`src/rtl/core/ptsch_pkg.sv`:
```
// ----------------------------------------------------------------------------
// Periodic timer scheduler package
// Request and response types, operation and status codes, and cell controls.
// ----------------------------------------------------------------------------
package ptsch_pkg;

	localparam logic [2:0] OP_ADD    = 3'd0;
	localparam logic [2:0] OP_REMOVE = 3'd1;
	localparam logic [2:0] OP_PEEK   = 3'd2;
	localparam logic [2:0] OP_POP    = 3'd3;
	localparam logic [2:0] OP_POPDUE = 3'd4;

	localparam logic [1:0] ST_OK      = 2'd0;
	localparam logic [1:0] ST_EMPTY   = 2'd1;
	localparam logic [1:0] ST_FULL    = 2'd2;
	localparam logic [1:0] ST_PENDING = 2'd3;

	localparam int TIME_BITS   = 63;
	localparam int PERIOD_BITS = 32;

	typedef struct packed {
		logic [2:0]             op;
		logic                   clock_sel;
		logic [5:0]             timer_id;
		logic [TIME_BITS-1:0]   deadline;
		logic [PERIOD_BITS-1:0] period;
	} req_t;

	typedef struct packed {
		logic [1:0]           status;
		logic [5:0]           found_id;
		logic [TIME_BITS-1:0] fired_deadline;
		logic                 rearmed;
		logic [TIME_BITS-1:0] next_deadline;
	} rsp_t;

	typedef struct packed {
		logic add_we;
		logic clr;
		logic rearm;
		logic scan_en;
	} cell_ctl_t;

endpackage

```
`src/rtl/core/ptsch_cell.sv`:
```
// ----------------------------------------------------------------------------
// Timer cell
// Holds one timer slot and compares it against the candidate passed along.
// ----------------------------------------------------------------------------
module ptsch_cell import ptsch_pkg::*; #(
	parameter int IW    = 6,
	parameter int SW    = 32,
	parameter int INDEX = 0
) (
	input  logic                   clk,
	input  logic                   arst_n,
	input  cell_ctl_t              ctl,
	input  logic                   wr_clock,
	input  logic [TIME_BITS-1:0]   wr_deadline,
	input  logic [PERIOD_BITS-1:0] wr_period,
	input  logic [SW-1:0]          wr_seq,
	input  logic                   sel_clock,
	input  logic                   in_valid,
	input  logic [IW-1:0]          in_id,
	input  logic [TIME_BITS-1:0]   in_deadline,
	input  logic [PERIOD_BITS-1:0] in_period,
	input  logic [SW-1:0]          in_seq,
	output logic                   out_valid,
	output logic [IW-1:0]          out_id,
	output logic [TIME_BITS-1:0]   out_deadline,
	output logic [PERIOD_BITS-1:0] out_period,
	output logic [SW-1:0]          out_seq,
	output logic                   pending,
	output logic                   clock_of
);

	logic                   pending_q;
	logic                   clock_q;
	logic [TIME_BITS-1:0]   deadline_q;
	logic [PERIOD_BITS-1:0] period_q;
	logic [SW-1:0]          seq_q;
	logic                   valid_q;
	logic [IW-1:0]          id_q;
	logic [TIME_BITS-1:0]   cdl_q;
	logic [PERIOD_BITS-1:0] cper_q;
	logic [SW-1:0]          cseq_q;
	logic                   take;

	assign take = pending_q && (clock_q == sel_clock) && (!in_valid ||
		(deadline_q < in_deadline) || ((deadline_q == in_deadline) && (seq_q < in_seq)));

	always_ff @(posedge clk or negedge arst_n) begin
		if (!arst_n) begin
			pending_q <= 1'b0;
			valid_q   <= 1'b0;
		end else begin
			if (ctl.add_we) begin
				pending_q <= 1'b1;
			end else if (ctl.clr) begin
				pending_q <= 1'b0;
			end
			if (ctl.scan_en) begin
				valid_q <= in_valid || take;
			end
		end
	end

	always_ff @(posedge clk) begin
		if (ctl.add_we) begin
			clock_q    <= wr_clock;
			deadline_q <= wr_deadline;
			period_q   <= wr_period;
			seq_q      <= wr_seq;
		end else if (ctl.rearm) begin
			deadline_q <= wr_deadline;
			seq_q      <= wr_seq;
		end
		if (ctl.scan_en) begin
			if (take) begin
				id_q   <= IW'(INDEX);
				cdl_q  <= deadline_q;
				cper_q <= period_q;
				cseq_q <= seq_q;
			end else begin
				id_q   <= in_id;
				cdl_q  <= in_deadline;
				cper_q <= in_period;
				cseq_q <= in_seq;
			end
		end
	end

	assign out_valid    = valid_q;
	assign out_id       = id_q;
	assign out_deadline = cdl_q;
	assign out_period   = cper_q;
	assign out_seq      = cseq_q;
	assign pending      = pending_q;
	assign clock_of     = clock_q;

endmodule
```
`config.mk`:
```
export PLATFORM = sky130hd
export DESIGN_NAME = ptsch_cell
export DESIGN_NICKNAME = d
export VERILOG_FILES = /design/src/rtl/core/ptsch_pkg.sv /design/src/rtl/core/ptsch_cell.sv
export SDC_FILE = /design/constraint.sdc
export NUM_CORES = 1
export LEC_CHECK = 0
export BUFFER_PORTS_ARGS = -buffer_cell sky130_fd_sc_hd__buf_2
export CORE_MARGIN = 3
export CORE_UTILIZATION = 46
export DETAILED_ROUTE_END_ITERATION = 10
export PLACE_DENSITY = 0.82
export SETUP_SLACK_MARGIN = 0.05
export SYNTH_ARGS = -nofsm -noshare
export SYNTH_HDL_FRONTEND = slang
export SYNTH_SLANG_ARGS = --single-unit
export TNS_END_PERCENT = 50
```
`constraint.sdc`:
```
create_clock -name clk -period 3.32 [get_ports clk]
set_clock_uncertainty 0.15 [all_clocks]
set_input_delay 0.664 -clock clk [delete_from_list [all_inputs] [get_ports clk]]
set_output_delay 0.664 -clock clk [all_outputs]
set_load 0.05 [all_outputs]
```
==> flow_summary_export.csv, run 1 <==
group,metric,value,unit
grt,grt_use_met1,26.6,%
critical_path,crit_path_top_delay_cell,"or4_4",
placement,place_congestion,0.849,
yosys,synth.most_common_cell,"edfxtp_1",
sta,whs,131,ps
yosys,netlist_top_cells_area,"edfxtp_1 (66%), ha_1 (9.9%), mux2_1 (6.1%)",
power,ir_drop,0.000486,V
critical_path,cp.buffers_inverters,3,
yosys,async_flop_share,0.760,%
routing,vias_per_cell,5.18,
placement,io_buffer_count,404,
floorplan,die_w,167,um
clocking,cts_num_sinks,263,
yosys,synth.distinct_cells,38,
grt,first_global_vias,8968,
critical_path,cp-start-kind,"flip-flop",
sta,clock.fmax,294,MHz
yosys,syn_nets,1110,
grt,grt_busiest_layer,"met2",
floorplan,coreArea,0.0253,mm^2
sta,tns,-4430,ps
yosys,ys_dominant_reg_cell,"edfxtp_1",
clocking,path_clk_slew,60,ps
yosys,syn_area_per_cell,15.9,um^2
yosys,netlist_instances,747,
critical_path,path_class,"reg2reg",
clocking,clock_latency,550,ps
floorplan,row_count,58,
floorplan,die_h,167,um
yosys,synth_warnings,0,
sta,hold_viol_final,0,
routing,initialDrtViolationCount,431,
clocking,clk_path_buf_depth,3,
final_layout,final-instance-count-excl-fill,1606,
placement,post-place-cells,1529,
clocking,htreeDepth,1,
clocking,numCtsBuffers,29,
sta,rsz0062_at_grt,"true",
floorplan,die_area,0.0277,mm^2
grt,overflow,0,
yosys,yosysSeqAreaShare,66.6,%
floorplan,ios,405,
yosys,synth.top_cell.area_share,66.1,%
routing,ant_nets,0,
critical_path,worstPathMaxFanout,10,
critical_path,crit_chain,"ha_1 -> and2_0 -> nand3_1 -> or4_4 -> a31oi_4 -> o41ai_4 -> a22oi_2 -> buf_12 -> buf_12 -> buf_12 -> mux2_2",
grt,grt_max_degree,96,
critical_path,worstPathRequired,3470,ps
yosys,synth-edff-count,261,
critical_path,crit_family,"simple AND/OR/NAND/NOR gates",
power,leakage,0.00737,uW
sta,period_minus_slack,3400,ps
sta,relSlewSlack,44.1,%
critical_path,cp-end-kind,"flip-flop",
run_status,failed_checks,"setup timing",
sta,slew_viol_final,0,
yosys,netlist_area,0.0119,mm^2
clocking,cts_tree,"done",
power,power,9470,uW
routing,drt_wl_total,33.6,mm
floorplan,initial_core_util,46.9,%
sta,fin_ws,-77.6,ps
routing,dr.pass1.iters,5,
routing,vias,8325,
critical_path,cp.arrival,3550,ps
job,cap_violations,0,
grt,grt_pass1_wl,49.7,mm
placement,hpwl,24.3,mm
grt,gr-usage-met2,40.4,%
power,p_per_area,580,mW/mm^2
yosys,yosys.area.top_type,"edfxtp_1",
yosys,synth-seq-cells,263,
grt,use_met3,7.12,%
final_layout,multi_input_area,0.00381,mm^2
placement,dp_slack,-949,ps
final_layout,fillCellCount,1810,
routing,wl_per_cell,20.9,um
grt,antenna_found_initial,7,
critical_path,max_stage_delay,540,ps
final_layout,seq_area,0.00789,mm^2
routing,drc,0,
sta,setup_viol_count_final,101,
sta,period_share,102,%
critical_path,crit_top_cell,"buf_12",
grt,grtUsageTotal,22.9,%
final_layout,finalNetCount,1614,
yosys,synth_common_cells,"edfxtp_1 (261), inv_1 (97), ha_1 (94)",
worst_hold_path,hp-class,"in2reg",
final_layout,drive_gt1_share,50.4,%
sta,tightest_slew,838,ps
run_status,status,"finished with violations",
clocking,cts-root-buf,"clkbuf_16",
final_layout,area_growth,37.9,%
power breakdown:
group,switching (uW),internal [uW],total [uW]
sequential,132,4050,4180
combinational,1280,894,2170
clock,1290,1820,3120
total,2700,6770,9470
sequential cells by signal, indices dropped and copies added, names as in the netlist:
register,flops
clock_of,1
deadline_q,63
out_deadline,63
out_id,6
out_period,32
out_seq,32
out_valid,1
pending,1
period_q,32
seq_q,32
cells by family after synthesis:
logic type | share of synthesized area [%]
AO/OA/AOI/OAI | 4.11
adder cells (fa/ha/maj) | 9.92
XOR/XNOR | 0.0739
AND/OR/NAND/NOR | 3.46
flip-flops | 66.6
buffers and inverters | 3.81
multiplexers | 12.1
final cells by class:
| type | instances | area share (%) |
|---|---|---|
| flip-flops and latches | 263 | 48.3 |
| inverters | 97 | 2.23 |
| multi-input cells | 373 | 23.3 |
| well taps | 330 | 2.53 |
| clock inverters | 15 | 0.919 |
| diodes | 5 | 0.0766 |
| clock buffers | 36 | 4.60 |
| repair buffers | 487 | 18.1 |
what timing repair did:
action,4_1_cts,5_1_grt
cloned,2,1
hold buffers,1,0
gates resized for setup,56,21
pin swaps,15,13
setup endpoints to repair,133,133
endpoints found under the hold margin,2,0
setup buffers,12,8
per-stage QoR:
stage | area [um^2] | utilization, %
CTS | 16100 | 63.8
floorplan | 11900 | -
global placement | 14800 | 58.6
detailed placement | 14800 | 58.6
finish | 16300 | 64.7
global route | 16300 | 64.7
path summary, 6_finish.rpt:
kind / startpoint / endpoint / slack, ps / cells after the start
worst max-delay path: seq_q[7]$_DFFE_PP_ / out_period[7]$_DFFE_PP_ / -80 / 11
worst min-delay path: wr_seq[14] / seq_q[14]$_DFFE_PP_ / 130 / 1
worst max register to register: seq_q[7]$_DFFE_PP_ / out_period[7]$_DFFE_PP_ / -80 / 11
worst min register to register: period_q[30]$_DFFE_PP_ / out_period[30]$_DFFE_PP_ / 390 / 1
max in group asynchronous: arst_n / pending$_DFFE_PN0P_ / 2600 / 2
min in group asynchronous: arst_n / out_valid$_DFFE_PN0P_ / 300 / 2
metal layers:
layer | share of wire (%) | wire length [um] | vias to the layer above
met5 | 0.056 | 19 | -
met4 | 3.2 | 1090 | 4
met3 | 8.4 | 2810 | 75
met2 | 52 | 17300 | 358
met1 | 37 | 12400 | 4046
li1 | - | - | 3842
cells in the final DEF (no fill, tap or decap), types with 3 or more instances in the layout:
cell and n:
buf_8 3, clkbuf_16 30, diode_2 5, a21o_1 10
a21oi_1 30, nand2_1 18, buf_2 403, nand3b_1 3
mux2_2 63, a221oi_2 4, mux2_4 25, ha_1 90
edfxtp_1 261, o21ai_0 11, nand4_1 17, nor2_1 7
and2_1 4, buf_6 10, ha_4 4, mux2_1 39
buf_12 15, bufinv_16 3, inv_1 97, clkbuf_1 7
and2_4 4, buf_4 52, nand3_1 5, clkinv_1 5
clkinv_2 5
Power figures use the tool's default switching activity.
==> inputs of run 2 (changes only) <==
Settings changed: ABC_AREA from default to 1, PLACE_DENSITY 0.82 to 0.76.
==> run 2 against run 1 <==
The run now ends clean. Fmax grew 22%. Hold slack gained 18 ps. First-iteration DRC count grew 33%. Critical path depth grew 5. Power shrank 2.3%. Combinational power shrank 10%. Non-clock buffer count shrank 57. Critical path type unchanged. Critical endpoint is now out_period[12]$_DFFE_PP_.
==> flow_summary_export.csv, run 2 <==
group,metric,value,unit
run_status,status,"finished, final reports clean",
power,leakage,0.00793,uW
grt,antenna_found_initial,13,
power,power,9260,uW
power,ir_drop,0.000412,V
yosys,yosys.area.top_type,"edfxtp_1",
clocking,cts_num_sinks,263,
clocking,cts_tree,"done",
grt,grt_pass1_wl,51.0,mm
sta,fin_ws,536,ps
clocking,numCtsBuffers,29,
final_layout,finalNetCount,1935,
power,internal_power,6510,uW
power,power_switching,2750,uW
grt,overflow,0,
yosys,synth_common_cells,"nand2_1 (378), edfxtp_1 (261), inv_1 (142)",
critical_path,cp-end-kind,"flip-flop",
routing,drt_wl_total,34.0,mm
floorplan,row_count,59,
floorplan,ios,405,
clocking,path_clk_slew,60,ps
power,clockPowerShare,33.8,%
sta,clock.fmax,359,MHz
critical_path,worstPathMaxFanout,52,
sta,period_minus_slack,2780,ps
routing,ant_nets,0,
yosys,synth.top_cell.area_share,62.8,%
critical_path,cp-start-kind,"flip-flop",
sta,tightest_slew,654,ps
placement,io_buffer_count,404,
routing,dr.pass1.iters,5,
yosys,netlist_instances,1153,
power,switching_share,29.7,%
grt,first_global_vias,9704,
floorplan,coreArea,0.0264,mm^2
grt,grt_max_degree,129,
sta,relSlewSlack,56.4,%
clocking,htreeDepth,1,
yosys,netlist_area,0.0125,mm^2
power,p_seq_share,45.2,%
critical_path,worstPathRequired,3440,ps
final_layout,postLayoutCellArea,0.0159,mm^2
sta,rsz0062_at_grt,"false",
final_layout,area_growth,27.5,%
power,pwr-share-comb,21.0,%
grt,grtUsageTotal,22.4,%
yosys,async_flop_share,0.760,%
routing,drc,0,
floorplan,die_area,0.0291,mm^2
placement,place_congestion,0.901,
placement,dpl_cell_area,0.0150,mm^2
floorplan,die_w,171,um
yosys,synth_warnings,0,
clocking,cts-root-buf,"clkbuf_16",
routing,wl_per_cell,17.6,um
yosys,yosysSeqAreaShare,63.2,%
yosys,ys_dominant_reg_cell,"edfxtp_1",
yosys,syn_area_per_cell,10.8,um^2
sta,setup_viol_count_final,0,
clocking,clk_path_buf_depth,3,
final_layout,layout_common_cells,"buf_2 (403), nand2_1 (377), edfxtp_1 (261)",
placement,dp_slack,97.0,ps
sta,tns,0,ps
yosys,synth.distinct_cells,25,
clocking,postCtsSetupRepairBufs,0,
yosys,synth-seq-cells,263,
routing,vias,9657,
sta,slew_viol_final,0,
critical_path,cp.arrival,2910,ps
sta,hold_viol_final,0,
final_layout,final_common_cell,"buf_2",
final_layout,drive_gt1_share,29.7,%
yosys,synth-edff-count,261,
worst_hold_path,hp-class,"in2reg",
routing,initialDrtViolationCount,573,
critical_path,path_class,"reg2reg",
yosys,syn_nets,1516,
floorplan,initial_core_util,47.3,%
sta,period_share,83.9,%
routing,vias_per_cell,5.00,
yosys,netlist_top_cells_area,"edfxtp_1 (63%), nand2_1 (11%), ha_1 (9.4%)",
floorplan,die_h,171,um
job,cap_violations,0,
clocking,clock_latency,540,ps
yosys,synth.most_common_cell,"nand2_1",
placement,hpwl,25.2,mm
power,p_per_area,582,mW/mm^2
==> run 2: per-layer routing <==
metal | part of all wire [%] | global-route usage, %
met4 | 3.3 | 7.83
met2 | 49 | 38.2
met1 | 39 | 28.3
met5 | 0.14 | 0
met3 | 8.2 | 4.81
==> run 2: timing repair <==
item / CTS / global route
hold buffers: 1 / 0
endpoints found under the hold margin: 2 / 0
gates resized for setup: 0 / 0
==> run 2: path summary, 6_finish.rpt <==
path,to,slack (ps),start,cells after the start
min in group asynchronous,out_valid$_DFFE_PN0P_,310,arst_n,2
min,deadline_q[4]$_DFFE_PP_,150,wr_deadline[4],1
max reg2reg,out_period[12]$_DFFE_PP_,540,deadline_q[38]$_DFFE_PP_,16
min reg2reg,out_valid$_DFFE_PN0P_,380,out_valid$_DFFE_PN0P_,2
max in group asynchronous,pending$_DFFE_PN0P_,2600,arst_n,2
max,out_period[12]$_DFFE_PP_,540,deadline_q[38]$_DFFE_PP_,16
==> run 2: logic make-up after synthesis <==
kind of cell	after synthesis	share of synthesized area [%]
and+or+nand+nor	559	18.4
DFF	263	63.2
buffers and inverters	184	6.65
adders and majority gates	94	9.43
AOI/OAI and AO/OA	52	2.24
xor gates and xnor gates	1	0.0702
==> run 2: metrics by stage <==
stage               utilization, %  std cells  hold WS (ps)
floorplan                        -       1153           218
global placement              56.8       1875           317
detailed placement            56.8       1875           317
CTS                           60.3       1925           126
global route                  60.3       1933           133
finish                        60.3       1933           149
==> run 2: power groups by stage <==
stage / Clock (uW) / Sequential, uW / Combinational (uW)
2_1_floorplan: 0 / 4830 / 703
3_3_place_gp: 0 / 4240 / 1910
3_5_place_dp: 0 / 4250 / 1950
4_1_cts: 3190 / 4180 / 1960
5_1_grt: 3320 / 4210 / 2130
6_report: 3130 / 4180 / 1950
==> run 2: final cells by class <==
class | count | area (um^2)
fillers | 2134 | 10500
flip-flops and latches | 263 | 7890
multi-input cells | 706 | 3780
repair buffers | 430 | 2350
clock buffers | 34 | 744
inverters | 142 | 533
well taps | 335 | 419
clock inverters | 15 | 169
diodes | 8 | 20.0
==> run 2: worst max-delay path, stage by stage, from the launching register on <==
cell	delay [ps]
edfxtp_1	400
ha_1	310
nand2_1	80
nor2_1	160
nand2_1	140
a21oi_1	140
buf_4	110
nand2_1	40
nor2_1	90
nand2_1	60
nor2_1	100
nand2_1	100
nand3_4	120
nand2_4	110
buf_12	210
nand2_1	100
nand2_1	70
